$ cat src/rtl/rlpc_pkg.sv
// ----------------------------------------------------------------------------
// rlpc_pkg - shared types and constants for the RGBW lamp palette controller
// Word layouts, configuration view, queue entry, opcode and state codes.
// ----------------------------------------------------------------------------
package rlpc_pkg;

	localparam int unsigned PaletteDepth      = 16;
	localparam int unsigned HeartbeatPeriodMs = 10000;
	localparam int unsigned QueueDepth        = 2;
	localparam int unsigned LenW              = 5;
	localparam int unsigned SigW              = 16;
	localparam int unsigned CfgAddrW          = 5;
	localparam int unsigned CfgDataW          = 32;

	// input kind codes
	localparam logic [2:0] KIND_TICK   = 3'd0;
	localparam logic [2:0] KIND_TOGGLE = 3'd1;
	localparam logic [2:0] KIND_STEP   = 3'd2;
	localparam logic [2:0] KIND_SET    = 3'd3;
	localparam logic [2:0] KIND_SELECT = 3'd4;
	localparam logic [2:0] KIND_WRITE  = 3'd5;

	// configuration register indexes
	localparam logic [2:0] REG_LOW_MEANS_ON     = 3'd0;
	localparam logic [2:0] REG_PALETTE_LENGTH   = 3'd1;
	localparam logic [2:0] REG_WHITE_PRESENT    = 3'd2;
	localparam logic [2:0] REG_HEARTBEAT_ENABLE = 3'd3;
	localparam logic [2:0] REG_AUTO_OFF         = 3'd4;

	typedef enum logic [2:0] {
		OP_NOP,
		OP_TICK,
		OP_TOGGLE,
		OP_STEP,
		OP_SET,
		OP_SELECT,
		OP_WRITE
	} op_t;

	typedef enum logic [2:0] {
		BK_IDLE,
		BK_EXEC,
		BK_DIV,
		BK_READ,
		BK_FIN
	} bk_state_t;

	typedef struct packed {
		logic [2:0]         kind;
		logic [31:0]        now_ms;
		logic signed [15:0] step_amount;
		logic [15:0]        signal_index;
		logic [7:0]         red_in;
		logic [7:0]         green_in;
		logic [7:0]         blue_in;
		logic [7:0]         white_in;
	} in_word_t;

	typedef struct packed {
		logic        drive_valid;
		logic [15:0] drive_red;
		logic [15:0] drive_green;
		logic [15:0] drive_blue;
		logic [15:0] drive_white;
		logic        heartbeat;
		logic        changed;
		logic        lamp_active;
		logic [3:0]  current_index;
		logic [31:0] off_deadline;
	} out_word_t;

	typedef struct packed {
		logic            low_means_on;
		logic [LenW-1:0] palette_length;
		logic            white_present;
		logic            heartbeat_enable;
		logic [31:0]     auto_off_interval;
	} cfg_t;

	// color packed as {red, green, blue, white}
	typedef struct packed {
		op_t                op;
		logic [31:0]        now;
		logic signed [15:0] step;
		logic [SigW-1:0]    sig;
		logic [31:0]        color;
	} q_entry_t;

	typedef struct packed {
		logic            start;
		logic            neg;
		logic [SigW-1:0] dividend;
		logic [LenW-1:0] divisor;
	} div_req_t;

	// invert unless low_means_on, then widen with 255 -> 65535
	function automatic logic [15:0] widen_chan(input logic [7:0] c, input logic lmo);
		logic [7:0] v;
		v = lmo ? c : ~c;
		return (v == 8'hFF) ? 16'hFFFF : {v, 8'h00};
	endfunction

endpackage

$ cat src/rtl/rlpc_front.sv
// ----------------------------------------------------------------------------
// rlpc_front - input stage
// Takes input words, decodes the kind into an opcode and pushes an entry
// into the command queue.
// ----------------------------------------------------------------------------
module rlpc_front (
	input  logic                clk,
	input  logic                arst_n,
	input  logic                in_valid,
	output logic                in_stall,
	input  rlpc_pkg::in_word_t  in_data,
	input  logic                full,
	output logic                push,
	output rlpc_pkg::q_entry_t  push_entry
);

	logic               valid_s1;
	rlpc_pkg::q_entry_t entry_s1;
	rlpc_pkg::q_entry_t entry_d;

	assign in_stall   = valid_s1 && full;
	assign push       = valid_s1 && !full;
	assign push_entry = entry_s1;

	always_comb begin
		entry_d.now   = in_data.now_ms;
		entry_d.sig   = in_data.signal_index;
		entry_d.color = {in_data.red_in, in_data.green_in, in_data.blue_in, in_data.white_in};
		// a zero step counts as one
		entry_d.step  = (in_data.step_amount == 16'sd0) ? 16'sd1 : in_data.step_amount;
		case (in_data.kind)
			rlpc_pkg::KIND_TICK:   entry_d.op = rlpc_pkg::OP_TICK;
			rlpc_pkg::KIND_TOGGLE: entry_d.op = rlpc_pkg::OP_TOGGLE;
			rlpc_pkg::KIND_STEP:   entry_d.op = rlpc_pkg::OP_STEP;
			rlpc_pkg::KIND_SET:    entry_d.op = rlpc_pkg::OP_SET;
			rlpc_pkg::KIND_SELECT: entry_d.op = rlpc_pkg::OP_SELECT;
			rlpc_pkg::KIND_WRITE:  entry_d.op = rlpc_pkg::OP_WRITE;
			default:               entry_d.op = rlpc_pkg::OP_NOP;
		endcase
	end

	always_ff @(posedge clk or negedge arst_n) begin
		if (!arst_n) begin
			valid_s1 <= 1'b0;
		end else if (!in_stall) begin
			valid_s1 <= in_valid;
		end
	end

	always_ff @(posedge clk) begin
		if (in_valid && !in_stall) begin
			entry_s1 <= entry_d;
		end
	end

endmodule

$ cat src/rtl/rlpc_queue.sv
// ----------------------------------------------------------------------------
// rlpc_queue - command queue between front and back
// Small FIFO of decoded entries.
// ----------------------------------------------------------------------------
module rlpc_queue (
	input  logic               clk,
	input  logic               arst_n,
	input  logic               push,
	input  rlpc_pkg::q_entry_t push_entry,
	input  logic               pop,
	output logic               full,
	output logic               head_valid,
	output rlpc_pkg::q_entry_t head
);

	localparam int unsigned PtrW = (rlpc_pkg::QueueDepth > 1) ? $clog2(rlpc_pkg::QueueDepth) : 1;
	localparam int unsigned CntW = $clog2(rlpc_pkg::QueueDepth + 1);

	rlpc_pkg::q_entry_t entries_q [rlpc_pkg::QueueDepth];
	logic [PtrW-1:0]    wr_ptr_q;
	logic [PtrW-1:0]    rd_ptr_q;
	logic [CntW-1:0]    count_q;

	assign full       = (count_q == CntW'(rlpc_pkg::QueueDepth));
	assign head_valid = (count_q != '0);
	assign head       = entries_q[rd_ptr_q];

	function automatic logic [PtrW-1:0] next_ptr(input logic [PtrW-1:0] p);
		return (p == PtrW'(rlpc_pkg::QueueDepth - 1)) ? '0 : p + 1'b1;
	endfunction

	always_ff @(posedge clk or negedge arst_n) begin
		if (!arst_n) begin
			wr_ptr_q <= '0;
			rd_ptr_q <= '0;
			count_q  <= '0;
		end else begin
			if (push) begin
				wr_ptr_q <= next_ptr(wr_ptr_q);
			end
			if (pop) begin
				rd_ptr_q <= next_ptr(rd_ptr_q);
			end
			if (push && !pop) begin
				count_q <= count_q + 1'b1;
			end else if (pop && !push) begin
				count_q <= count_q - 1'b1;
			end
		end
	end

	always_ff @(posedge clk) begin
		if (push) begin
			entries_q[wr_ptr_q] <= push_entry;
		end
	end

	a_count_bound: assert property (@(posedge clk) disable iff (!arst_n)
		count_q <= CntW'(rlpc_pkg::QueueDepth))
		else $error("queue count above depth");

	a_pop_nonempty: assert property (@(posedge clk) disable iff (!arst_n)
		pop |-> (count_q != '0))
		else $error("pop from empty queue");

endmodule

$ cat src/rtl/rlpc_mod.sv
// ----------------------------------------------------------------------------
// rlpc_mod - bit-serial modulo unit
// Restoring remainder, one dividend bit per cycle, then a correction step
// that folds a negative dividend into [0, divisor).
// ----------------------------------------------------------------------------
module rlpc_mod (
	input  logic                           clk,
	input  logic                           arst_n,
	input  rlpc_pkg::div_req_t             req,
	output logic                           done,
	output logic [rlpc_pkg::LenW-1:0]      result
);

	localparam int unsigned SigW = rlpc_pkg::SigW;
	localparam int unsigned LenW = rlpc_pkg::LenW;
	localparam int unsigned CntW = $clog2(SigW);

	logic            busy_q;
	logic            fix_q;
	logic            done_q;
	logic [CntW-1:0] cnt_q;
	logic [LenW-1:0] rem_q;
	logic [SigW-1:0] dvd_q;
	logic            neg_q;
	logic [LenW-1:0] len_q;
	logic [LenW-1:0] res_q;
	logic [LenW:0]   trial;
	logic [LenW:0]   diff;

	assign trial  = {rem_q, dvd_q[SigW-1]};
	assign diff   = trial - {1'b0, len_q};
	assign done   = done_q;
	assign result = res_q;

	always_ff @(posedge clk or negedge arst_n) begin
		if (!arst_n) begin
			busy_q <= 1'b0;
			fix_q  <= 1'b0;
			done_q <= 1'b0;
			cnt_q  <= '0;
		end else begin
			done_q <= 1'b0;
			if (req.start) begin
				busy_q <= 1'b1;
				cnt_q  <= '0;
			end else if (busy_q) begin
				cnt_q <= cnt_q + 1'b1;
				if (cnt_q == CntW'(SigW - 1)) begin
					busy_q <= 1'b0;
					fix_q  <= 1'b1;
				end
			end else if (fix_q) begin
				fix_q  <= 1'b0;
				done_q <= 1'b1;
			end
		end
	end

	always_ff @(posedge clk) begin
		if (req.start) begin
			rem_q <= '0;
			dvd_q <= req.dividend;
			neg_q <= req.neg;
			len_q <= req.divisor;
		end else if (busy_q) begin
			rem_q <= (trial >= {1'b0, len_q}) ? diff[LenW-1:0] : trial[LenW-1:0];
			dvd_q <= {dvd_q[SigW-2:0], 1'b0};
		end else if (fix_q) begin
			// true modulo: -m mod n = n - (m mod n) unless zero
			res_q <= (neg_q && rem_q != '0) ? len_q - rem_q : rem_q;
		end
	end

	a_res_range: assert property (@(posedge clk) disable iff (!arst_n)
		done_q |-> (res_q < len_q))
		else $error("modulo result not below divisor");

endmodule

$ cat src/rtl/rlpc_back.sv
// ----------------------------------------------------------------------------
// rlpc_back - command execution
// Pops queue entries, runs palette index math on the modulo unit, writes and
// reads the palette memory, updates lamp state and loads the output register.
// ----------------------------------------------------------------------------
module rlpc_back #(
	parameter int unsigned PALETTE_DEPTH       = rlpc_pkg::PaletteDepth,
	parameter int unsigned HEARTBEAT_PERIOD_MS = rlpc_pkg::HeartbeatPeriodMs
) (
	input  logic                clk,
	input  logic                arst_n,
	input  rlpc_pkg::cfg_t      cfg,
	input  logic                head_valid,
	input  rlpc_pkg::q_entry_t  head,
	output logic                pop,
	output logic                out_valid,
	input  logic                out_stall,
	output rlpc_pkg::out_word_t out_data
);

	localparam int unsigned IW   = (PALETTE_DEPTH > 1) ? $clog2(PALETTE_DEPTH) : 1;
	localparam int unsigned LenW = rlpc_pkg::LenW;
	localparam int unsigned SigW = rlpc_pkg::SigW;

	rlpc_pkg::bk_state_t state_q, state_d;
	rlpc_pkg::q_entry_t  work_q;
	logic                use_pal_q;
	logic [IW-1:0]       idx_q;
	logic [IW-1:0]       last_index_q;
	logic                active_q;
	logic                change_pending_q;
	logic [31:0]         last_hb_q;
	logic [31:0]         deadline_q;
	logic [31:0]         pal_mem [PALETTE_DEPTH];
	logic [31:0]         rd_q;
	rlpc_pkg::out_word_t out_q;
	logic                out_valid_q;

	logic                slot_free;
	logic                needs_div;
	logic                rd_en;
	logic                fin_fire;
	logic                pal_we;
	logic                div_start;
	logic [LenW-1:0]     eff_len;
	rlpc_pkg::div_req_t  div_req;
	logic                div_done;
	logic [LenW-1:0]     div_res;
	logic [IW+LenW-1:0]  res_ext;
	logic signed [SigW:0] li_s;
	logic signed [SigW:0] step_s;
	logic signed [SigW:0] sum_s;
	logic signed [SigW:0] mag_s;

	logic                is_show;
	logic                is_tick;
	logic [31:0]         color;
	logic                hb;
	logic                active_d;
	logic [IW-1:0]       li_d;
	logic [IW+3:0]       li_ext;
	logic [31:0]         deadline_d;
	rlpc_pkg::out_word_t out_d;

	// ------------------------------------------------------------------ control
	assign slot_free = !out_valid_q || !out_stall;
	assign needs_div = (work_q.op == rlpc_pkg::OP_STEP) || (work_q.op == rlpc_pkg::OP_SELECT) ||
		((work_q.op == rlpc_pkg::OP_TOGGLE) && !active_q);

	always_comb begin
		eff_len = cfg.palette_length;
		if (cfg.palette_length == '0) begin
			eff_len = LenW'(1);
		end else if (32'(cfg.palette_length) > PALETTE_DEPTH) begin
			eff_len = LenW'(PALETTE_DEPTH);
		end
	end

	always_comb begin
		state_d = state_q;
		case (state_q)
			rlpc_pkg::BK_IDLE: if (head_valid) state_d = rlpc_pkg::BK_EXEC;
			rlpc_pkg::BK_EXEC: state_d = needs_div ? rlpc_pkg::BK_DIV : rlpc_pkg::BK_FIN;
			rlpc_pkg::BK_DIV:  if (div_done) state_d = rlpc_pkg::BK_READ;
			rlpc_pkg::BK_READ: state_d = rlpc_pkg::BK_FIN;
			rlpc_pkg::BK_FIN:  if (slot_free) state_d = rlpc_pkg::BK_IDLE;
			default:           state_d = rlpc_pkg::BK_IDLE;
		endcase
	end

	always_comb begin
		pop       = 1'b0;
		div_start = 1'b0;
		rd_en     = 1'b0;
		fin_fire  = 1'b0;
		case (state_q)
			rlpc_pkg::BK_IDLE: pop = head_valid;
			rlpc_pkg::BK_EXEC: div_start = needs_div;
			rlpc_pkg::BK_READ: rd_en = 1'b1;
			rlpc_pkg::BK_FIN:  fin_fire = slot_free;
			default: begin
			end
		endcase
	end

	// operand for the modulo unit
	assign li_s   = $signed((SigW+1)'(last_index_q));
	assign step_s = (SigW+1)'(work_q.step);
	assign sum_s  = li_s + step_s;
	assign mag_s  = sum_s[SigW] ? -sum_s : sum_s;

	always_comb begin
		div_req.start   = div_start;
		div_req.divisor = eff_len;
		case (work_q.op)
			rlpc_pkg::OP_STEP: begin
				div_req.neg      = sum_s[SigW];
				div_req.dividend = mag_s[SigW-1:0];
			end
			rlpc_pkg::OP_SELECT: begin
				div_req.neg      = 1'b0;
				div_req.dividend = work_q.sig;
			end
			default: begin
				div_req.neg      = 1'b0;
				div_req.dividend = SigW'(last_index_q);
			end
		endcase
	end

	rlpc_mod u_mod (
		.clk    (clk),
		.arst_n (arst_n),
		.req    (div_req),
		.done   (div_done),
		.result (div_res)
	);

	assign res_ext = (IW+LenW)'(div_res);

	always_ff @(posedge clk or negedge arst_n) begin
		if (!arst_n) begin
			state_q <= rlpc_pkg::BK_IDLE;
		end else begin
			state_q <= state_d;
		end
	end

	always_ff @(posedge clk) begin
		if (pop) begin
			work_q <= head;
		end
		if (state_q == rlpc_pkg::BK_EXEC) begin
			use_pal_q <= needs_div;
		end
		if (state_q == rlpc_pkg::BK_DIV && div_done) begin
			idx_q <= res_ext[IW-1:0];
		end
	end

	// ------------------------------------------------------------------ palette
	assign pal_we = fin_fire && (work_q.op == rlpc_pkg::OP_WRITE) &&
		(work_q.sig < SigW'(PALETTE_DEPTH));

	always_ff @(posedge clk) begin
		if (pal_we) begin
			pal_mem[work_q.sig[IW-1:0]] <= work_q.color;
		end
		if (rd_en) begin
			rd_q <= pal_mem[idx_q];
		end
	end

	// ------------------------------------------------------------------ execute
	assign is_show = (work_q.op == rlpc_pkg::OP_TOGGLE) || (work_q.op == rlpc_pkg::OP_STEP) ||
		(work_q.op == rlpc_pkg::OP_SET) || (work_q.op == rlpc_pkg::OP_SELECT);
	assign is_tick = (work_q.op == rlpc_pkg::OP_TICK);

	// toggle from on shows all zero
	assign color = use_pal_q ? rd_q :
		((work_q.op == rlpc_pkg::OP_SET) ? work_q.color : 32'h0);

	// elapsed time wraps mod 2^32
	assign hb = is_tick && cfg.heartbeat_enable && active_q &&
		((work_q.now - last_hb_q) > 32'(HEARTBEAT_PERIOD_MS));

	always_comb begin
		active_d   = active_q;
		li_d       = last_index_q;
		deadline_d = deadline_q;
		if (is_show) begin
			active_d = (color != 32'h0);
			if (use_pal_q) begin
				li_d = idx_q;
			end
			if (cfg.auto_off_interval != 32'h0) begin
				deadline_d = work_q.now + cfg.auto_off_interval;
			end
		end
	end

	assign li_ext = (IW+4)'(li_d);

	always_comb begin
		out_d               = '0;
		out_d.drive_valid   = is_show;
		if (is_show) begin
			out_d.drive_red   = rlpc_pkg::widen_chan(color[31:24], cfg.low_means_on);
			out_d.drive_green = rlpc_pkg::widen_chan(color[23:16], cfg.low_means_on);
			out_d.drive_blue  = rlpc_pkg::widen_chan(color[15:8], cfg.low_means_on);
			if (cfg.white_present) begin
				out_d.drive_white = rlpc_pkg::widen_chan(color[7:0], cfg.low_means_on);
			end
		end
		out_d.heartbeat     = hb;
		out_d.changed       = is_tick && change_pending_q;
		out_d.lamp_active   = active_d;
		out_d.current_index = li_ext[3:0];
		out_d.off_deadline  = deadline_d;
	end

	always_ff @(posedge clk or negedge arst_n) begin
		if (!arst_n) begin
			last_index_q     <= '0;
			active_q         <= 1'b0;
			change_pending_q <= 1'b0;
			last_hb_q        <= '0;
			deadline_q       <= '1;
			out_valid_q      <= 1'b0;
		end else begin
			if (fin_fire) begin
				last_index_q <= li_d;
				active_q     <= active_d;
				deadline_q   <= deadline_d;
				if (is_show) begin
					change_pending_q <= 1'b1;
				end else if (is_tick) begin
					change_pending_q <= 1'b0;
				end
				if (hb) begin
					last_hb_q <= work_q.now;
				end
			end
			if (fin_fire) begin
				out_valid_q <= 1'b1;
			end else if (!out_stall) begin
				out_valid_q <= 1'b0;
			end
		end
	end

	always_ff @(posedge clk) begin
		if (fin_fire) begin
			out_q <= out_d;
		end
	end

	assign out_valid = out_valid_q;
	assign out_data  = out_q;

	a_no_drive_zero: assert property (@(posedge clk) disable iff (!arst_n)
		fin_fire && !is_show |=> (out_q.drive_red == '0 && out_q.drive_green == '0 &&
			out_q.drive_blue == '0 && out_q.drive_white == '0 && !out_q.drive_valid))
		else $error("drive values on a word without drive");

	a_white_absent: assert property (@(posedge clk) disable iff (!arst_n)
		fin_fire && !cfg.white_present |=> (out_q.drive_white == '0))
		else $error("white driven while absent");

endmodule

$ cat src/rtl/rgbw_lamp_palette_controller_core.sv
// ----------------------------------------------------------------------------
// rgbw_lamp_palette_controller_core - RGBW lamp controller with color palette
// Front stage and command queue feed an execution back end; APB registers.
// ----------------------------------------------------------------------------
// Flow: tick, set color, palette write and toggle-off words pass the back end
//   states EXEC and FIN; step, select and toggle-on also pass DIV and READ,
//   for the bit-serial modulo and the palette read.
// The back end runs one word at a time and pops the next only when it is done.
// Reset: asynchronous, clears lamp state, queue and output valid and loads
//   register defaults; palette contents are unknown until written.
module rgbw_lamp_palette_controller_core #(
	parameter int unsigned PALETTE_DEPTH       = rlpc_pkg::PaletteDepth,
	parameter int unsigned HEARTBEAT_PERIOD_MS = rlpc_pkg::HeartbeatPeriodMs
) (
	input  logic                                clk,
	input  logic                                arst_n,
	input  logic                                in_valid,
	output logic                                in_stall,
	input  rlpc_pkg::in_word_t                  in_data,
	output logic                                out_valid,
	input  logic                                out_stall,
	output rlpc_pkg::out_word_t                 out_data,
	input  logic                                psel,
	input  logic                                penable,
	input  logic                                pwrite,
	input  logic [rlpc_pkg::CfgAddrW-1:0]       paddr,
	input  logic [rlpc_pkg::CfgDataW-1:0]       pwdata,
	output logic [rlpc_pkg::CfgDataW-1:0]       prdata,
	output logic                                pready
);

	logic                          low_means_on_q;
	logic [rlpc_pkg::LenW-1:0]     palette_length_q;
	logic                          white_present_q;
	logic                          heartbeat_enable_q;
	logic [31:0]                   auto_off_interval_q;
	logic                          cfg_wr;
	logic [2:0]                    reg_idx;
	rlpc_pkg::cfg_t                cfg;

	logic                          q_full;
	logic                          q_push;
	rlpc_pkg::q_entry_t            q_push_entry;
	logic                          q_pop;
	logic                          q_head_valid;
	rlpc_pkg::q_entry_t            q_head;

	// --------------------------------------------------------------- registers
	assign pready  = 1'b1;
	assign cfg_wr  = psel && penable && pwrite && pready;
	assign reg_idx = paddr[4:2];

	always_ff @(posedge clk or negedge arst_n) begin
		if (!arst_n) begin
			low_means_on_q      <= 1'b0;
			palette_length_q    <= rlpc_pkg::LenW'(1);
			white_present_q     <= 1'b1;
			heartbeat_enable_q  <= 1'b0;
			auto_off_interval_q <= '0;
		end else if (cfg_wr) begin
			case (reg_idx)
				rlpc_pkg::REG_LOW_MEANS_ON:     low_means_on_q      <= pwdata[0];
				rlpc_pkg::REG_PALETTE_LENGTH:   palette_length_q    <= pwdata[rlpc_pkg::LenW-1:0];
				rlpc_pkg::REG_WHITE_PRESENT:    white_present_q     <= pwdata[0];
				rlpc_pkg::REG_HEARTBEAT_ENABLE: heartbeat_enable_q  <= pwdata[0];
				rlpc_pkg::REG_AUTO_OFF:         auto_off_interval_q <= pwdata;
				default: begin
				end
			endcase
		end
	end

	always_comb begin
		case (reg_idx)
			rlpc_pkg::REG_LOW_MEANS_ON:     prdata = 32'(low_means_on_q);
			rlpc_pkg::REG_PALETTE_LENGTH:   prdata = 32'(palette_length_q);
			rlpc_pkg::REG_WHITE_PRESENT:    prdata = 32'(white_present_q);
			rlpc_pkg::REG_HEARTBEAT_ENABLE: prdata = 32'(heartbeat_enable_q);
			rlpc_pkg::REG_AUTO_OFF:         prdata = auto_off_interval_q;
			default:                        prdata = '0;
		endcase
	end

	always_comb begin
		cfg.low_means_on      = low_means_on_q;
		cfg.palette_length    = palette_length_q;
		cfg.white_present     = white_present_q;
		cfg.heartbeat_enable  = heartbeat_enable_q;
		cfg.auto_off_interval = auto_off_interval_q;
	end

	// --------------------------------------------------------------- datapath
	rlpc_front u_front (
		.clk        (clk),
		.arst_n     (arst_n),
		.in_valid   (in_valid),
		.in_stall   (in_stall),
		.in_data    (in_data),
		.full       (q_full),
		.push       (q_push),
		.push_entry (q_push_entry)
	);

	rlpc_queue u_queue (
		.clk        (clk),
		.arst_n     (arst_n),
		.push       (q_push),
		.push_entry (q_push_entry),
		.pop        (q_pop),
		.full       (q_full),
		.head_valid (q_head_valid),
		.head       (q_head)
	);

	rlpc_back #(
		.PALETTE_DEPTH       (PALETTE_DEPTH),
		.HEARTBEAT_PERIOD_MS (HEARTBEAT_PERIOD_MS)
	) u_back (
		.clk        (clk),
		.arst_n     (arst_n),
		.cfg        (cfg),
		.head_valid (q_head_valid),
		.head       (q_head),
		.pop        (q_pop),
		.out_valid  (out_valid),
		.out_stall  (out_stall),
		.out_data   (out_data)
	);

endmodule
$ cat config.mk
export PLATFORM = sky130hd
export DESIGN_NAME = rgbw_lamp_palette_controller_core
export DESIGN_NICKNAME = d
export VERILOG_FILES = /design/src/rtl/rlpc_pkg.sv /design/src/rtl/rlpc_front.sv /design/src/rtl/rlpc_queue.sv /design/src/rtl/rlpc_mod.sv /design/src/rtl/rlpc_back.sv /design/src/rtl/rgbw_lamp_palette_controller_core.sv
export SDC_FILE = /design/constraint.sdc
export NUM_CORES = 1
export LEC_CHECK = 0
export BUFFER_PORTS_ARGS = -buffer_cell sky130_fd_sc_hd__buf_2
export CAP_MARGIN = 20
export CORE_MARGIN = 2
export CORE_UTILIZATION = 63
export CTS_BUF_LIST = sky130_fd_sc_hd__clkbuf_8
export DETAILED_ROUTE_END_ITERATION = 7
export PLACE_DENSITY = 0.82
export SYNTH_ARGS = -nofsm -noshare
export SYNTH_HDL_FRONTEND = slang
export SYNTH_SLANG_ARGS = --single-unit
export TNS_END_PERCENT = 1
$ cat constraint.sdc
create_clock -name clk -period 7.6 [get_ports clk]
set_clock_uncertainty 0.15 [all_clocks]
set_input_delay 0.76 -clock clk [delete_from_list [all_inputs] [get_ports clk]]
set_output_delay 0.76 -clock clk [all_outputs]
set_load 0.05 [all_outputs]
==> run_results.csv <==
group,metric,value,unit
cts,cts.sinks,1178,
cts,clkTransAtPathRegs,70,ps
finish,ff_latch_area,34700,um2
cts,hold_buffers,120,
setup_path,crit_type,"flop to flop",
pwr,power.density,385,nW/um2
detailed_routing,dr.pass1.iters,6,
cts,clock_path_buffers,3,
pwr,clockPowerShare,22.1,%
finish,nFillCells,4658,
timing,worst_slew_pin_slew,1150,ps
global_routing,grt_max_degree,129,
pwr,seq_power_share,48.3,%
setup_path,cp_slowest_stage_delay,550,ps
cts,clock_latency,840,ps
pwr,power.internal,13.8,mW
cts,tritoncts,"built",
placement,port_buffers,278,
finish,nNetsFinal,3589,
yosys,yosysMostFrequentCell,"edfxtp_1",
setup_path,end_kind,"flop",
detailed_routing,top_layer,"met5",
hold_path,hp-class,"input pin to flop",
yosys,synth_top_area_cell,"edfxtp_1",
setup_path,path_cells,"inv_1 > ha_1 > inv_1 > fa_1 > a211oi_2 > o21ai_1 > a41oi_1 > xor2_1 > a211o_1 > o211ai_1 > a211oi_1 > and4_4 > a211oi_4 > buf_4 > mux2_2",
setup_path,crit_path_start_kind,"flop",
yosys,synth.cell_area,49200,um2
detailed_routing,wl,114,mm
run_status,status,"completed",
yosys,synthTopCellsByArea,"edfxtp_1, mux4_2, dfrtp_1",
global_routing,antenna_found_initial,6,
detailed_routing,num_vias,28351,
yosys,ys_seq_elements,1178,
pwr,vdd_drop_max,353,uV
yosys,synthTopCellsByCount,"edfxtp_1, mux2_2, mux4_2",
die,die-width,283,um
die,dieArea,80300,um2
setup_path,critPathTopFamily,"compound AO/OA/AOI/OAI gates",
finish,multi_input_area,13500,um2
setup_path,crit_required,8150,ps
finish,syn_to_final_growth,13.9,%
global_routing,overflow,0,
die,fp.coreArea,77300,um2
pwr,p_sw,7.76,mW
detailed_routing,dr.first_iter.drc_count,3560,
yosys,ys.warnings.count,0,
yosys,yosysTopAreaCellShare,63.9,%
yosys,synth_seq_area_share,70.6,%
detailed_routing,wl_met3,10.8,mm
die,ioPinCount,282,
yosys,synth_flop_cell,"edfxtp_1",
timing,finalCritPeriodShare,61.1,%
die,initial_utilization,63.6,%
die,die_y,283,um
cts,cts_resized,0,
timing,max_freq,215,MHz
finish,drive_gt1_share,28.3,%
timing,fin_setup_tns,0,ps
setup_path,worstPathArrival,5190,ps
run,maxCapViolCount,0,
cts,cts_made_buffers,176,
cts,postCtsSetupBuffers,0,
timing,drv_slew,0,
finish,final_core_util,72.4,%
pwr,sw_frac_of_total,36.0,%
detailed_routing,vias_per_cell,6.23,
timing,rsz0062_at_grt,"false",
setup_path,crit_slowest_cell,"buf_4",
die,rows,102,
yosys,synth.distinct_cells,82,
placement,place_hpwl,69.4,mm
timing,slew_headroom,23.5,%
setup_path,path_max_fanout,27,
global_routing,grt_pass1_wl,171,mm
cts,cts-htree-levels,4,
detailed_routing,drcViolationCount,0,
yosys,synth_fp_nets,3135,
detailed_routing,ant_nets,0,
detailed_routing,wl_per_cell,25.0,um
yosys,synth_edf_count,1047,
global_routing,grt_use_total,28.5,%
timing,period_needed,4650,ps
yosys,synth_cells,2908,
pwr,combPwrFrac,29.6,%
yosys,avgSynthCellArea,16.9,um2
global_routing,grt_pass1_vias,28691,
placement,place_congestion,0.906,
pwr,p_leak,20.2,nW
pwr,finalPower,21.6,mW
timing,final_hold_viol_count,0,
setup_path,cp_num_buf_inv,3,
detailed_routing,wl_met2,55.3,mm
yosys,async_flop_share,10.7,%
timing,setup_viol,0,
cts,cts-root-buf,"clkbuf_8",
detailed_routing,drt-met1-wl,44.5,mm
setup_path,crit_top_cell,"inv_1",
-- final timing paths --
| check | from | end | slack (ps) | cells past startpoint |
|---|---|---|---|---|
| max in group asynchronous | arst_n | u_queue.rd_ptr_q | 5380 | 3 |
| hold / removal | pwdata[9] | auto_off_interval_q[9] | 50 | 2 |
| hold reg to reg | u_back.u_mod.result[3] | u_back.idx_q[3] | 270 | 0 |
| setup reg to reg | u_back.work_q[64] | u_back.last_hb_q[31] | 2950 | 15 |
| min in group asynchronous | arst_n | auto_off_interval_q[21] | 490 | 2 |
| setup / recovery | u_back.work_q[64] | u_back.last_hb_q[31] | 2950 | 15 |
-- worst reg2reg max path: stages (launching register included) --
cell,delay [ps]
edfxtp_1,420
inv_1,80
ha_1,180
inv_1,60
fa_1,410
a211oi_2,290
o21ai_1,200
a41oi_1,350
xor2_1,110
a211o_1,270
o211ai_1,200
a211oi_1,150
and4_4,190
a211oi_4,520
buf_4,550
mux2_2,420
-- state kept, by name, summed over array words and instances, names as in the netlist, 16 cells and up --
register / cells
u_back.u_mod.dvd_q: 16
u_back.rd_q: 32
u_back.pal_mem: 512
u_front.push_entry: 99
u_back.last_hb_q: 32
u_back.work_q: 83
u_queue.entries_q: 198
u_back.deadline_q: 32
auto_off_interval_q: 32
u_back.out_data: 76
u_back.step_s: 16
-- kinds of logic (layout without fill, tap and decap cells) --
logic type	after synthesis	after routing	share of synthesized area, %
AND/OR/NAND/NOR	546	546	5.45
buffers and inverters	242	844	2.16
flip-flops	1178	1178	70.6
XOR/XNOR	112	112	1.99
other	1	4	0.00762
adder cells (fa/ha/maj)	84	84	2.21
AO/OA/AOI/OAI	361	361	4.90
multiplexers	384	384	12.6
-- per-layer routing --
metal | global-route usage (%) | vias up
met1 | 39.8 | 14307
met5 | 0 | -
li1 | - | 12271
met3 | 6.38 | 230
met4 | 9.15 | 4
met2 | 45.2 | 1539
-- cell usage in the layout (no fill, tap or decap), types with 14 or more instances in the layout --
cell	synthesis	layout
a21o_1	43	43
a21oi_1	85	85
a22oi_1	26	26
a31oi_1	16	16
and2_1	22	21
and3_1	27	26
buf_2	12	277
buf_4	29	40
clkbuf_8	0	187
clkinv_1	0	40
clkinv_2	0	26
dfrtp_1	92	90
dfstp_2	34	34
dlygate4sd3_1	0	120
edfxtp_1	1047	1047
ha_1	79	79
inv_1	79	134
mux2_2	181	181
mux2_4	29	29
mux2i_1	14	14
mux4_2	160	160
nand2_1	139	139
nand2b_1	20	20
nand3_1	28	28
nand4_1	25	25
nor2_1	154	139
nor2_2	0	14
nor2b_1	16	16
nor3_1	29	25
nor4_1	41	40
o21ai_0	69	69
xnor2_1	73	72
xor2_1	39	39
-- power groups by stage --
stage                     Clock [mW]  Combinational [mW]  Sequential [mW]
after floorplan                    0                4.33             10.4
after global placement             0                6.02             10.4
after detailed placement           0                6.23             10.5
after CTS                       4.81                6.32             10.4
after global routing            5.12                6.91             10.5
final                           4.76                6.39             10.4
-- stage by stage --
step           instances  hold WS (ps)  area [um2]  setup WS [ps]
2_1_floorplan       2908           250       49200           2150
3_3_place_gp        4102           257       51500           3140
3_5_place_dp        4102           255       51500           3010
4_1_cts             4548        0.0663       56000           3000
5_1_grt             4553          21.8       56000           2770
6_report            4553          46.6       56000           2950
-- cell type report --
class,instances,share of cell area (%)
Inverter,80,0.545
Multi-Input combinational cell,1488,24.1
Clock inverter,139,1.23
Clock buffer,187,4.60
Tap cell,1040,2.32
Sequential cell,1178,62.0
Timing Repair Buffer,438,5.19
Antenna cell,3,0.0134
Note: power is estimated with default switching activity, not from simulation.
